**config.mk**
```make
export PLATFORM = sky130hd
export DESIGN_NAME = tov_sign
export DESIGN_NICKNAME = d
export VERILOG_FILES = /design/src/design/triangle_overlap_2d_assert.svh /design/src/design/tov_pkg.sv /design/src/design/tov_sign.sv
export SDC_FILE = /design/constraint.sdc
export NUM_CORES = 2
export LEC_CHECK = 0
export BUFFER_PORTS_ARGS = -buffer_cell sky130_fd_sc_hd__buf_2
export CORE_AREA = 2 2 719 721
export DETAILED_ROUTE_END_ITERATION = 8
export DIE_AREA = 0 0 721 723
export PLACE_DENSITY = 0.3
export RECOVER_POWER = 50
export SKIP_LAST_GASP = 1
export SLEW_MARGIN = 20
export SYNTH_ARGS = -nofsm -noshare
export SYNTH_HDL_FRONTEND = slang
export SYNTH_SLANG_ARGS = --single-unit
```
**constraint.sdc**
```tcl
create_clock -name clk_i -period 1.9 [get_ports clk_i]
set_clock_uncertainty 0.2 [all_clocks]
set_input_delay 0.19 -clock clk_i [delete_from_list [all_inputs] [get_ports clk_i]]
set_output_delay 0.19 -clock clk_i [all_outputs]
set_load 0.05 [all_outputs]
```
**src/design/triangle_overlap_2d_assert.svh**
```systemverilog
// Assertion macros for the triangle overlap block.
// Used by the top level; no other dependencies.
`ifndef TRIANGLE_OVERLAP_2D_ASSERT_SVH
`define TRIANGLE_OVERLAP_2D_ASSERT_SVH

// Same-cycle implication, disabled during reset.
`define TOV_ASSERT_IMP(lbl, clk, rstn, ante, cons, msg) \
  lbl: assert property (@(posedge clk) disable iff (!(rstn)) (ante) |-> (cons)) \
    else $error(msg);

// Next-cycle implication, disabled during reset.
`define TOV_ASSERT_NEXT(lbl, clk, rstn, ante, cons, msg) \
  lbl: assert property (@(posedge clk) disable iff (!(rstn)) (ante) |=> (cons)) \
    else $error(msg);

`endif

```
**src/design/tov_pkg.sv**
```systemverilog
// Shared constants and types for the triangle overlap pipeline.
// No dependencies.
`default_nettype none

package tov_pkg;

  // Default coordinate width.
  localparam int unsigned COORD_BITS_DEF = 24;

  // Nine orientation signs per direction, two directions.
  localparam int unsigned NUM_ORIENT = 18;

  // Codes for which test decided the result.
  localparam logic [1:0] DEC_NONE   = 2'd0;
  localparam logic [1:0] DEC_FIRST  = 2'd1;
  localparam logic [1:0] DEC_SECOND = 2'd2;
  localparam logic [1:0] DEC_CROSS  = 2'd3;

  // Sign of one determinant: both flags low means zero.
  typedef struct packed {
    logic pos;
    logic neg;
  } sign_t;

endpackage

`default_nettype wire

```
**src/design/tov_sign.sv**
```systemverilog
// Stage 3: compare the product pairs into orientation signs.
// Depends on tov_pkg.
`default_nettype none

module tov_sign #(
  parameter int unsigned COORD_BITS = tov_pkg::COORD_BITS_DEF
) (
  input  logic                           clk_i,
  input  logic                           rst_ni,
  input  logic                           valid_i,
  output logic                           ready_o,
  input  logic signed [2*COORD_BITS+1:0] l_i [tov_pkg::NUM_ORIENT],
  input  logic signed [2*COORD_BITS+1:0] r_i [tov_pkg::NUM_ORIENT],
  output logic                           valid_o,
  input  logic                           ready_i,
  output tov_pkg::sign_t                 sign_o [tov_pkg::NUM_ORIENT]
);
  import tov_pkg::*;

  logic  valid_q;
  logic  load;
  sign_t sign_d [NUM_ORIENT];
  sign_t sign_q [NUM_ORIENT];

  assign ready_o = !valid_q || ready_i;
  assign load    = valid_i && ready_o;

  // Exact sign of l - r without forming the difference.
  for (genvar n = 0; n < NUM_ORIENT; n++) begin : g_lane
    assign sign_d[n].pos = l_i[n] > r_i[n];
    assign sign_d[n].neg = l_i[n] < r_i[n];
  end

  // Track stage occupancy.
  always_ff @(posedge clk_i or negedge rst_ni) begin
    if (!rst_ni) begin
      valid_q <= 1'b0;
    end else if (ready_o) begin
      valid_q <= valid_i;
    end
  end

  // Capture signs on a transfer.
  always_ff @(posedge clk_i) begin
    if (load) begin
      sign_q <= sign_d;
    end
  end

  assign valid_o = valid_q;
  assign sign_o  = sign_q;

endmodule

`default_nettype wire

```
==> results.py <==
metrics = {
    "timing": {
        "holdWs_ns": 0.0907,
        "finalWorstSetupSlack_ns": -0.372,
        "slew_violations": 0,
        "fin_crit_sh_pct": 120,
        "tightest_slew_ns": 0.669,
        "finalSetupViolations": 54,
        "tns_ns": -6.67,
        "rsz0062_at_grt": "yes",
        "fmax_mhz": 440,
        "period_needed_ns": 2.27,
        "hold_viol_final": 0,
        "max-slew-margin-rel_pct": 55.4,
    },
    "finish": {
        "synthToLayoutAreaGrowth_pct": 116,
        "final_cells": 12600,
        "drive_gt1_share_pct": 52.6,
        "nFillCells": 60500,
        "multi_input_area_sq_um": 24300,
        "regArea_sq_um": 1110,
        "finalNetCount": 8208,
    },
    "grt": {
        "overflow": 0,
        "grt_max_degree": 17,
        "antenna_found_initial": 562,
        "grt_pass1_vias": 34300,
        "track_usage_pct": 13.3,
        "grt_pass1_wl_microns": 429000,
    },
    "setup_path": {
        "end_kind": "register",
        "reg2reg_from": "valid_o",
        "worstPathCellList": "buf_4, ha_4, nand4_1, nor4_2, nand4_1, nor4_2, buf_4, o41ai_4, nand3b_1, mux2i_1, buf_4",
        "path_max_fanout": 2,
        "cp.required_ns": 1.99,
        "crit_buf_inv": 3,
        "crit_family": "simple AND/OR/NAND/NOR gates",
        "arrival_ns": 2.36,
        "cpMaxStageDelayCell": "nor4_2",
        "cp_common_cell": "buf_4",
        "startpoint": "l_i[843]",
        "worst_path_largest_cell_delay_ns": 0.36,
        "path_class": "in2reg",
        "start_kind": "primary input",
    },
    "pwr": {
        "p_clk_share_pct": 10.6,
        "p_int_mw": 6.51,
        "peakVddDrop_uv": 437,
        "sw_frac_of_total_pct": 50.6,
        "p_leak_nw": 24.7,
        "pwr-share-comb_pct": 81.4,
        "p_per_area_nw_per_um2": 254,
        "p_sw_mw": 6.66,
        "seqPwrFrac_pct": 8.0,
    },
    "clock_network": {
        "cts_inserted_buffers": 5,
        "cts_root_buffer": "clkbuf_16",
        "htree_levels": 2,
        "clkLatencyLatePin_ns": 0.41,
        "clk_pin_slew_worst_paths_ns": 0.13,
        "numClockSinks": 37,
        "clockBufferDepth": 2,
        "tritoncts": "yes",
    },
    "floorplan": {
        "die_x_microns": 721,
        "rows": 264,
        "core_sq_um": 515000,
        "dieHeight_microns": 723,
        "io_pins": 1842,
        "dieArea_sq_um": 521000,
        "initial_core_util_pct": 4.67,
    },
    "logic_synthesis": {
        "synthFlopType": "edfxtp_1",
        "yosysWarnings": 0,
        "ys_seq_area_share_pct": 4.61,
        "synthCells": 3288,
        "synth_edf_count": 36,
        "syn_area_sq_um": 24000,
        "synth_top_area_share_pct": 46.9,
        "synth_seq_cells": 37,
        "synthArstFlopShare_pct": 2.70,
        "synth.distinct_cells": 43,
        "synth_top_cell_by_area": "ha_1",
        "post_synth.cell_area_avg_sq_um": 7.30,
        "syn-num-nets": 5992,
        "synth.area.top_cells": "ha_1 (47%), inv_1 (14%), a21oi_1 (7.4%), edfxtp_1 (4.5%), nand4_1 (3.7%)",
    },
    "outcome": {
        "status": "finished with violations",
        "violations": "negative setup slack",
    },
    "flow_run": {
        "cap_violations": 0,
    },
    "placement": {
        "port_buffers": 1841,
        "place_hpwl_microns": 350000,
        "place_worst_setup_slack_ns": -1.05,
        "place_inst": 12200,
        "gp_congestion": 1.02,
    },
    "route": {
        "drtIter0Drc": 1818,
        "drc": 0,
        "wl_per_cell_microns": 28.9,
        "drtAntennaViolNets": 0,
        "firstDrtPassIters": 5,
        "num_vias": 35600,
        "wirelength_microns": 363000,
        "vias_per_cell": 2.83,
    },
    "hold_path": {
        "worstHoldStart": "l_i[0]",
        "hold_class": "in2reg",
    },
}
final cells by class:
type                            count  share of cell area [%]
Timing Repair Buffer             2209                    25.4
Antenna cell                      295                    1.43
Clock inverter                      1                 0.00725
Tap cell                         6783                    16.4
Inverter                          906                    7.35
Sequential cell                    37                    2.14
Multi-Input combinational cell   2345                    47.0
Clock buffer                        6                   0.249
cells in the mapped netlist (6+ instances only):
cell,instances
nor4_1,34
a2111oi_0,13
a21o_1,57
and4_1,57
o211ai_1,12
inv_1,906
a221o_1,12
mux2i_1,10
nor2_1,77
ha_1,900
or4_1,8
a41oi_1,10
nor2b_1,44
a21oi_1,355
nor3_1,12
edfxtp_1,36
o31ai_1,12
a21boi_0,6
xor2_1,10
nand4_1,142
nand3_1,74
a221oi_1,24
and2_1,9
o2111ai_1,11
nand2b_1,9
a211oi_1,21
nand2_1,202
o21ai_0,169
nor4bb_1,8
xnor2_1,8
worst register-to-register path: stages, from the launching register on:
cell	delay [ns]
dfrtp_1	0.41
nand2b_2	0.08
and2_0	0.55
buf_12	0.28
cells in the final DEF, fill, tap and decap left out, types with 13 or more instances in the layout:
master,count
inv_1,672
buf_4,364
a21oi_1,314
inv_4,71
buf_8,18
nand3_1,73
a21oi_2,35
nand2_1,189
diode_2,295
a21o_1,57
inv_2,138
ha_1,623
o21ai_1,29
nand4_1,142
and4_1,46
buf_6,107
ha_4,274
buf_12,18
nor2_1,76
o21ai_2,16
o21ai_0,121
buf_2,1665
edfxtp_1,36
nor2b_1,44
clkbuf_1,14
a211oi_1,13
through the flow:
stage / total power, mW / utilization [%] / area [sq um]
global route: 14.5 / 9.96 / 51200
finish: 13.2 / 10.1 / 51800
global placement: 10.9 / 9.09 / 46800
CTS: 13.2 / 9.59 / 49300
floorplan: 5.15 / - / 26500
detailed placement: 10.8 / 9.09 / 46800
flip-flops by register name (all words and copies together) (netlist names):
signal,count
sign_o,36
valid_o,1
kinds of logic (layout without fill, tap and decap cells):
kind of cell | Yosys count | after routing | synth area share (%)
xor+xnor | 18 | 18 | 0.656
flops | 37 | 37 | 4.61
compound gates | 724 | 724 | 17.7
fa+ha+maj | 900 | 900 | 46.9
mux | 10 | 10 | 0.417
other cells | 0 | 295 | 0
buf+inv | 906 | 3122 | 14.2
simple gates | 693 | 693 | 15.6
power groups by stage:
stage / Clock (mW) / Sequential [mW] / Combinational [mW]
5_1_grt: 1.60 / 1.07 / 11.9
6_report: 1.39 / 1.06 / 10.7
3_3_place_gp: 0 / 1.08 / 9.82
2_1_floorplan: 0 / 1.38 / 3.77
3_5_place_dp: 0 / 1.08 / 9.76
4_1_cts: 1.67 / 1.06 / 10.5
timing repair:
action	4_1_cts	5_1_grt
endpoints found under the hold margin	15	0
hold buffers	13	0
setup buffers	30	15
endpoints found under the setup margin	34	36
gates resized for setup	452	321
pin swaps	155	157
final timing paths:
kind	to	slack, ns	depth (start not counted)
worst max register to register	sign_o[33]	-0.14	3
worst min-delay path	sign_o[1]	0.09	4
worst max-delay path	sign_o[33]	-0.37	11
worst min register to register	valid_o	0.88	3
max in group asynchronous	valid_o	1.00	3
min in group asynchronous	valid_o	0.40	3
routing by layer:
metal	share of wire (%)	track usage, %
met1	38	14.5
met4	3.2	3.29
met3	15	9.82
met5	0.65	0
met2	43	20.6
Power figures use the tool's default switching activity.
