--- config.mk ---
export PLATFORM = sky130hd
export DESIGN_NAME = tov_decide
export DESIGN_NICKNAME = d
export VERILOG_FILES = /design/src/design/triangle_overlap_2d_assert.svh /design/src/design/tov_pkg.sv /design/src/design/tov_decide.sv
export SDC_FILE = /design/constraint.sdc
export NUM_CORES = 1
export LEC_CHECK = 0
export ABC_AREA = 1
export BUFFER_PORTS_ARGS = -buffer_cell sky130_fd_sc_hd__clkbuf_2
export CAP_MARGIN = 25
export CORE_MARGIN = 3
export CORE_UTILIZATION = 23
export CTS_CLUSTER_DIAMETER = 40
export DETAILED_ROUTE_END_ITERATION = 12
export PLACE_DENSITY = 0.54
export SKIP_LAST_GASP = 1
export SLEW_MARGIN = 5
export SYNTH_ARGS = -nofsm -noshare
export SYNTH_HDL_FRONTEND = slang
export SYNTH_SLANG_ARGS = --single-unit
export TNS_END_PERCENT = 100
--- constraint.sdc ---
create_clock -name clk_i -period 1.4 [get_ports clk_i]
set_clock_uncertainty 0.05 [all_clocks]
set_input_delay 0 -clock clk_i [delete_from_list [all_inputs] [get_ports clk_i]]
set_output_delay 0 -clock clk_i [all_outputs]
set_load 0.05 [all_outputs]
--- src/design/triangle_overlap_2d_assert.svh ---
// Assertion macros for the triangle overlap block.
// Used by the top level; no other dependencies.
`ifndef TRIANGLE_OVERLAP_2D_ASSERT_SVH
`define TRIANGLE_OVERLAP_2D_ASSERT_SVH

// Same-cycle implication, disabled during reset.
`define TOV_ASSERT_IMP(lbl, clk, rstn, ante, cons, msg) \
  lbl: assert property (@(posedge clk) disable iff (!(rstn)) (ante) |-> (cons)) \
    else $error(msg);

// Next-cycle implication, disabled during reset.
`define TOV_ASSERT_NEXT(lbl, clk, rstn, ante, cons, msg) \
  lbl: assert property (@(posedge clk) disable iff (!(rstn)) (ante) |=> (cons)) \
    else $error(msg);

`endif

--- src/design/tov_pkg.sv ---
// Shared constants and types for the triangle overlap pipeline.
// No dependencies.
`default_nettype none

package tov_pkg;

  // Default coordinate width.
  localparam int unsigned COORD_BITS_DEF = 24;

  // Nine orientation signs per direction, two directions.
  localparam int unsigned NUM_ORIENT = 18;

  // Codes for which test decided the result.
  localparam logic [1:0] DEC_NONE   = 2'd0;
  localparam logic [1:0] DEC_FIRST  = 2'd1;
  localparam logic [1:0] DEC_SECOND = 2'd2;
  localparam logic [1:0] DEC_CROSS  = 2'd3;

  // Sign of one determinant: both flags low means zero.
  typedef struct packed {
    logic pos;
    logic neg;
  } sign_t;

endpackage

`default_nettype wire

--- src/design/tov_decide.sv ---
// Stage 4: combine the 18 signs into the overlap flag and deciding test.
// Depends on tov_pkg.
`default_nettype none

module tov_decide (
  input  logic           clk_i,
  input  logic           rst_ni,
  input  logic           valid_i,
  output logic           ready_o,
  input  tov_pkg::sign_t sign_i [tov_pkg::NUM_ORIENT],
  output logic           valid_o,
  input  logic           ready_i,
  output logic           overlaps_o,
  output logic [1:0]     decided_by_o
);
  import tov_pkg::*;

  logic                  valid_q;
  logic                  load;
  logic [NUM_ORIENT-1:0] pos_v;
  logic [NUM_ORIENT-1:0] neg_v;
  logic [1:0][2:0]       vert_in;
  logic [1:0]            contain;
  logic [8:0]            cross_v;
  logic [1:0]            code_d;
  logic [1:0]            code_q;

  assign ready_o = !valid_q || ready_i;
  assign load    = valid_i && ready_o;

  // Flatten the signs into flag vectors.
  for (genvar n = 0; n < NUM_ORIENT; n++) begin : g_flat
    assign pos_v[n] = sign_i[n].pos;
    assign neg_v[n] = sign_i[n].neg;
  end

  // Vertex strictly inside: same nonzero sign against every edge of the other triangle.
  for (genvar t = 0; t < 2; t++) begin : g_dir
    for (genvar k = 0; k < 3; k++) begin : g_vert
      localparam int B = t * 9 + k;
      assign vert_in[t][k] = (pos_v[B] & pos_v[B+3] & pos_v[B+6]) |
                             (neg_v[B] & neg_v[B+3] & neg_v[B+6]);
    end
    assign contain[t] = (|vert_in[t]) || !(|pos_v[t*9 +: 9]) || !(|neg_v[t*9 +: 9]);
  end

  // Proper crossing of second-triangle edge i and first-triangle edge j.
  for (genvar i = 0; i < 3; i++) begin : g_sedge
    for (genvar j = 0; j < 3; j++) begin : g_fedge
      localparam int Fa = i * 3 + j;
      localparam int Fb = i * 3 + (j + 1) % 3;
      localparam int Sa = 9 + j * 3 + i;
      localparam int Sb = 9 + j * 3 + (i + 1) % 3;
      assign cross_v[i*3+j] =
          ((pos_v[Fa] & neg_v[Fb]) | (neg_v[Fa] & pos_v[Fb])) &
          ((pos_v[Sa] & neg_v[Sb]) | (neg_v[Sa] & pos_v[Sb]));
    end
  end

  // Pick the first test that holds.
  always_comb begin
    if (contain[0]) begin
      code_d = DEC_FIRST;
    end else if (contain[1]) begin
      code_d = DEC_SECOND;
    end else if (|cross_v) begin
      code_d = DEC_CROSS;
    end else begin
      code_d = DEC_NONE;
    end
  end

  // Track stage occupancy.
  always_ff @(posedge clk_i or negedge rst_ni) begin
    if (!rst_ni) begin
      valid_q <= 1'b0;
    end else if (ready_o) begin
      valid_q <= valid_i;
    end
  end

  // Hold the result until the output transfer.
  always_ff @(posedge clk_i) begin
    if (load) begin
      code_q <= code_d;
    end
  end

  assign valid_o      = valid_q;
  assign decided_by_o = code_q;
  assign overlaps_o   = (code_q != DEC_NONE);

endmodule

`default_nettype wire
==> flow_summary.ini, run 1 <==
[route]
totalWireLength_um = 2230
drt_iter0_markers = 29
vias = 1028
dr.pass1.iters = 4
postRouteAntennaNets = 0
drt-wirelength-per-cell_um = 10.1
drc = 0
vias_per_cell = 4.67

[power_and_ir_drop]
power_density_mw_per_mm2 = 563
power_leakage_nw = 0.607
p_sw_share_pct = 40.8
seq_power_share_pct = 20.2
p_comb_share_pct = 51.7
p_int_w = 0.000316
ir_worst_vdd_v = 0.000430
p_switching_w = 0.000218
clkPwrFrac_pct = 28.1

[timing]
hold_viol = 0
tightest_slew_ns = 0.285
fin_crit_sh_pct = 88.2
slew_viol_final = 0
min_period_ns = 1.24
tns_ns = 0
setup_ws_ns = 0.165
fmax_mhz = 810
grt_setup_unrepaired = false
slew_headroom_pct = 81.1
setup_violations = 0

[placed_design]
io_buffers = 44
dp_hpwl_um = 1940
place_ws_ns = 0.407
place_congestion = 0.919

[clocking]
cts_num_sinks = 3
cts.reportedPaths.clkPinSlew_ns = 0.03
cts_buffers = 3
cts_buffer_depth = 2
cts_tree = done
post-cts-setup-buffer-count = 0
root_buffer = clkbuf_4
cts_max_level = 1
clock_latency_ns = 0.23

[worst_setup_path]
reg2reg_from = valid_o
required_ns = 1.46
rr_worst_depth = 3
arrival_ns = 1.29
worstSetupStartpointType = flip-flop
critPathKind = reg2reg
cp_max_fo = 3
rrSetupSlack_ns = 0.16
end_kind = flip-flop
reg2reg_to = valid_o

[yosys]
avgSynthCellArea_um2 = 4.56
synth_cell_types = 12
ys_ff_latch = 3
yosys_warnings = 0
synth_nets = 179
ys_seq_area_share_pct = 13.4
synth.cell_area_um2 = 634
synth_cells = 139

[cells_and_area]
drive_above_1_share_pct = 26.3
final_nets = 231
fillers = 305
synthToLayoutAreaGrowth_pct = 49.5
diodes = 0

[floorplanning]
dieArea_mm2 = 0.00342
die_y_um = 58.5
coreArea_mm2 = 0.00254
start_util_pct = 24.9
die_w_um = 58.5
std_cell_rows = 18
io_pins = 45

[status]
outcome = finished, final reports clean

[grt]
grt_antenna_before_repair = 0
first_global_vias = 955
grt_overflow = 0
grt_start_max_net_pins = 5
grt_pass1_wl_um = 3770
grt.total_usage_pct = 13.6

[min_path]
hold_class = in2async

[job]
maxCapViolations = 0
[how the worst max path moves through the flow]
stage                                 end  slack [ns]  startpoint  cells past startpoint
after floorplan                   valid_o        0.09     valid_o                      2
after global placement    decided_by_o[0]        0.42  sign_i[17]                      9
after detailed placement  decided_by_o[1]        0.41  sign_i[13]                      7
after CTS                         valid_o        0.17     valid_o                      3
after global routing              valid_o        0.11     valid_o                      3
final                             valid_o        0.16     valid_o                      3
[cell usage in the layout (no fill, tap or decap)]
cell type,n
nand4_1,2
nor2_2,1
nand3_2,1
dfrtp_1,1
edfxtp_1,2
nand3_1,14
nor2_1,22
or2_2,1
clkbuf_4,3
clkbuf_1,1
dlygate4sd3_1,3
nor3_1,3
nand2_1,82
a21oi_1,1
clkbuf_2,44
inv_1,9
[what timing repair did]
item                                   CTS  global route
resized for setup                        0             0
endpoints found under the hold margin    2             0
hold buffers                             3             0
[state kept, by name, indices dropped and copies added, names as in the netlist]
signal,cells
decided_by_o,2
valid_o,1
[per-layer routing]
layer | vias up | global-route usage [%] | routed length (µm)
met5 | - | 0 | 0
met4 | 0 | 4.97 | 18
met3 | 2 | 2.19 | 175
met2 | 44 | 23.8 | 1100
met1 | 444 | 16.5 | 931
li1 | 538 | - | -
[worst max-delay path, cell delays in order (launching register included)]
cell,delay [ns]
dfrtp_1,0.38
nand2_1,0.09
nand2_1,0.05
dlygate4sd3_1,0.55
[cells by family (layout without fill, tap and decap cells)]
kind of cell | Yosys count | after routing | share of synthesized area, %
AOI/OAI and AO/OA | 1 | 1 | 0.788
buffers and inverters | 9 | 60 | 5.33
DFF | 3 | 3 | 13.4
and+or+nand+nor | 126 | 126 | 80.5
[stage by stage]
step	power (W)	instances	utilization, %	area, µm²	hold WS [ns]
floorplan	0.000254	139	-	634	-0.346
global placement	0.000378	213	35.1	892	-0.274
detailed placement	0.000379	213	35.1	892	-0.271
CTS	0.000544	220	37.3	948	0.0211
global route	0.000586	220	37.3	948	0.0566
finish	0.000534	220	37.3	948	0.0455
[power by group through the flow]
stage          sequential [W]  clock (W)  combinational (W)
2_1_floorplan        0.000133          0           0.000121
3_3_place_gp         0.000109          0           0.000269
3_5_place_dp         0.000109          0           0.000270
4_1_cts              0.000108   0.000159           0.000277
5_1_grt              0.000108   0.000167           0.000311
6_report             0.000108   0.000150           0.000276
[area by class of cell]
type | count | area (µm²) | share of cell area [%]
Clock buffer | 4 | 26.3 | 2.77
Sequential cell | 3 | 85.1 | 8.97
Tap cell | 30 | 37.5 | 3.96
Inverter | 9 | 33.8 | 3.56
Multi-Input combinational cell | 127 | 515 | 54.4
Timing Repair Buffer | 47 | 250 | 26.4
[synthesized netlist by cell type]
cell / instances / area share, %
nor3_1: 3 / 2.4
nand3_2: 1 / 1.6
or2_2: 1 / 0.99
edfxtp_1: 2 / 9.5
nor2_1: 22 / 13
nand2_1: 82 / 49
a21oi_1: 1 / 0.79
inv_1: 9 / 5.3
dfrtp_1: 1 / 3.9
nand3_1: 14 / 11
nand4_1: 2 / 2.0
nor2_2: 1 / 0.99
Power figures use the tool's default switching activity.
==> inputs of run 2 (changes only) <==
CELL_PAD_IN_SITES_DETAIL_PLACEMENT = 0   (was unset)
CELL_PAD_IN_SITES_GLOBAL_PLACEMENT = 1   (was unset)
PLACE_DENSITY = 0.82   (was 0.54)
==> run 2 against run 1 <==
  * Via count down 3.4%
  * Sequential share of layout area unchanged
  * Cell count did not move
  * Highest routed layer is now met3
  * Clock power is essentially flat
  * Flip-flop and latch count is the same
  * Critical endpoint unchanged
  * Critical path depth is the same
==> flow_summary.ini, run 2 (synthesis results as in run 1) <==
[floorplanning]
io_pins = 45
coreArea_mm2 = 0.00254
dieArea_mm2 = 0.00342
start_util_pct = 24.9
std_cell_rows = 18
die_w_um = 58.5
die_y_um = 58.5

[power_and_ir_drop]
power_leakage_nw = 0.607
power_density_mw_per_mm2 = 564
ir_worst_vdd_v = 0.000445

[cells_and_area]
layout_commonest_cell = nand2_1
synthToLayoutAreaGrowth_pct = 49.5
final_cells = 220
final_cell_area_um2 = 948
final_core_util_pct = 37.3
diodes = 0
final_nets = 231
largest_register_ffs = 2
final_cell_mix = 82 x nand2_1, 44 x clkbuf_2, 22 x nor2_1
drive_above_1_share_pct = 26.3

[timing]
fin_crit_sh_pct = 89.2
tns_ns = 0
setup_violations = 0
hold_ws_ns = 0.0246
min_period_ns = 1.25
fmax_mhz = 801
hold_viol = 0
slew_headroom_pct = 81.7
slew_viol_final = 0
grt_setup_unrepaired = false
tightest_slew_ns = 0.276

[placed_design]
place_congestion = 0.947
post_dp_cell_area_um2 = 892
dp_hpwl_um = 1960
dp_cells = 213
io_buffers = 44

[worst_setup_path]
cp_max_fo = 3
required_ns = 1.46
worstSetupStartpointType = flip-flop
crit_chain = nand2_1 > nand2_1 > dlygate4sd3_1
arrival_ns = 1.31
critPathKind = reg2reg
crit_top_cell = nand2_1
rrSetupSlack_ns = 0.15
slowest_delay_ns = 0.55
end_kind = flip-flop
slowest_stage = dlygate4sd3_1

[route]
drc = 0
vias = 993
drt-wirelength-per-cell_um = 10.2
postRouteAntennaNets = 0
vias_per_cell = 4.51
totalWireLength_um = 2250
dr.pass1.iters = 4
drt_iter0_markers = 21

[grt]
grt_pass1_wl_um = 3700
grt.total_usage_pct = 13.3
grt_antenna_before_repair = 0
grt_start_max_net_pins = 5
first_global_vias = 904
grt_overflow = 0

[status]
outcome = finished, final reports clean

[clocking]
clock_latency_ns = 0.23
cts_buffer_depth = 2
cts.reportedPaths.clkPinSlew_ns = 0.04
post-cts-setup-buffer-count = 0
root_buffer = clkbuf_4
cts_buffers = 3
cts_num_sinks = 3
cts_max_level = 1
cts_tree = done

[job]
maxCapViolations = 0

[min_path]
hold_class = in2async
[run 2: cell counts in the layout (fill, tap and decap cells not counted)]
No cell type changed its count.
[run 2: power breakdown]
group	internal (W)	switching, W
Combinational	0.000104	0.000171
Sequential	0.000105	0.00000331
Clock	0.000107	0.0000447
Total	0.000316	0.000219
[run 2: area by class of cell]
class,instances,area [µm²]
sequential,3,85.1
timing repair buffer,47,250
tap,30,37.5
clock buffer,4,26.3
inverter,9,33.8
fill,323,1600
multi-input combinational,127,515
[run 2: worst max-delay path, delay by kind of cell (launching register included)]
family,cells,cell delay (ns)
DFF,1,0.39
buffers and inverters,1,0.55
and+or+nand+nor,2,0.14
[run 2: worst paths after layout]
kind,from,end,cells past startpoint
hold / removal,rst_ni,valid_o,2
setup / recovery,valid_o,valid_o,3
setup reg to reg,valid_o,valid_o,3
max in group asynchronous,rst_ni,valid_o,2
hold reg to reg,valid_o,decided_by_o[0],1
min in group clk_i,ready_i,decided_by_o[0],3
[run 2: metrics by stage]
step,power (W),setup slack [ns]
after floorplan,0.000254,0.0870
after global placement,0.000382,0.388
after detailed placement,0.000379,0.396
after CTS,0.000547,0.137
after global routing,0.000587,0.0952
final,0.000535,0.152
[run 2: routing by layer]
| layer | GRT usage [%] | share of wire [%] |
|---|---|---|
| met5 | 0 | 0 |
| met1 | 16.9 | 45 |
| met4 | 3.64 | 0 |
| met2 | 23.1 | 48 |
| met3 | 2.19 | 7.0 |
[run 2: timing repair]
item / in CTS / in global routing
resized for setup: 0 / 0
hold buffers: 3 / 0
hold endpoints to repair: 2 / 0
==> inputs of run 3 (changes only) <==
CORE_UTILIZATION = 25   (was 23)
PLACE_DENSITY = 0.88   (was 0.82)
==> run 3 against run 2 <==
  * Routed wire length increased by 0.76%
  * Cell area decreased by 0.26%
  * Worst setup slack got worse by 0.0026 ns
==> flow_summary.ini, run 3 (synthesis results as in run 1) <==
[clocking]
cts.reportedPaths.clkPinSlew_ns = 0.04
cts_buffers = 3
clock_latency_ns = 0.24
cts_max_level = 1
root_buffer = clkbuf_4
cts_tree = done
cts_buffer_depth = 2
cts_num_sinks = 3

[worst_setup_path]
worstSetupStartpointType = flip-flop
end_kind = flip-flop
required_ns = 1.47
cp_max_fo = 3
arrival_ns = 1.32
critPathKind = reg2reg

[cells_and_area]
largest_register_ffs = 2
drive_above_1_share_pct = 26.3
diodes = 0
final_cell_area_um2 = 946
synthToLayoutAreaGrowth_pct = 49.1
fillers = 274
final_cell_mix = 82 x nand2_1, 44 x clkbuf_2, 22 x nor2_1
layout_commonest_cell = nand2_1
final_nets = 231

[floorplanning]
std_cell_rows = 17
die_y_um = 56.4
die_w_um = 56.4
start_util_pct = 27.4
io_pins = 45
dieArea_mm2 = 0.00318
coreArea_mm2 = 0.00232

[timing]
hold_viol = 0
tightest_slew_ns = 0.276
min_period_ns = 1.25
grt_setup_unrepaired = false
tns_ns = 0
slew_viol_final = 0
setup_violations = 0
fmax_mhz = 800
slew_headroom_pct = 81.7
fin_crit_sh_pct = 89.3

[status]
outcome = finished, final reports clean

[grt]
grt_antenna_before_repair = 0
grt_start_max_net_pins = 5
grt_overflow = 0
grt_pass1_wl_um = 3730
first_global_vias = 927
grt.total_usage_pct = 14.3

[placed_design]
post_dp_cell_area_um2 = 890
place_congestion = 0.893
io_buffers = 44
dp_hpwl_um = 1990

[power_and_ir_drop]
p_total_w = 0.000541
power_leakage_nw = 0.607
power_density_mw_per_mm2 = 572
ir_worst_vdd_v = 0.000390

[route]
vias_per_cell = 4.75
drt-wirelength-per-cell_um = 10.4
vias = 1035
drc = 0
totalWireLength_um = 2260
drt_iter0_markers = 25
postRouteAntennaNets = 0
dr.pass1.iters = 4

[min_path]
hold_class = in2async

[job]
maxCapViolations = 0
run 3: layer usage:
| metal | part of all wire [%] | GRT usage [%] |
|---|---|---|
| met2 | 47 | 24.5 |
| met5 | 0 | 0 |
| met4 | 1.4 | 5.42 |
| met3 | 9.2 | 1.61 |
| met1 | 42 | 18.3 |
run 3: critical path: stages, from the launching register on:
cell and delay, ns:
dfrtp_1 0.39, nand2_1 0.10, nand2_1 0.05, dlygate4sd3_1 0.55
run 3: area by class of cell:
type | instances | area [µm²] | share of cell area (%)
Clock buffer | 4 | 26.3 | 2.78
Inverter | 9 | 33.8 | 3.57
Multi-Input combinational cell | 127 | 515 | 54.5
Sequential cell | 3 | 85.1 | 8.99
Tap cell | 28 | 35.0 | 3.70
Timing Repair Buffer | 47 | 250 | 26.5
run 3: repair_timing:
| item | in CTS | in global routing |
|---|---|---|
| gates resized for setup | 0 | 0 |
| setup buffers | 0 | 0 |
| setup endpoints to repair | 0 | 0 |
| hold endpoints to repair | 2 | 0 |
| hold buffers | 3 | 0 |
run 3: final timing paths:
kind	slack [ns]	startpoint	cells past startpoint	endpoint
min in group clk_i	0.10	ready_i	3	decided_by_o[1]
setup / recovery	0.15	valid_o	3	valid_o
hold reg to reg	0.59	valid_o	1	decided_by_o[1]
setup reg to reg	0.15	valid_o	3	valid_o
hold / removal	0.03	rst_ni	2	valid_o
max in group asynchronous	1.18	rst_ni	2	valid_o
run 3: per-stage QoR:
stage / utilization [%] / setup slack, ns / hold slack [ns] / instances
4_1_cts: 40.8 / 0.145 / 0.0329 / 218
6_report: 40.8 / 0.149 / 0.0323 / 218
2_1_floorplan: - / 0.0870 / -0.346 / 139
5_1_grt: 40.8 / 0.0973 / 0.0319 / 218
3_3_place_gp: 38.4 / 0.408 / -0.273 / 211
3_5_place_dp: 38.4 / 0.385 / -0.272 / 211
run 3: power by group:
group | switching (W) | leakage [nW] | total, W | internal (W)
Combinational | 0.000172 | 0.563 | 0.000277 | 0.000104
Sequential | 0.00000346 | 0.0293 | 0.000108 | 0.000105
Clock | 0.0000486 | 0.0150 | 0.000156 | 0.000107
Total | 0.000224 | 0.607 | 0.000541 | 0.000316
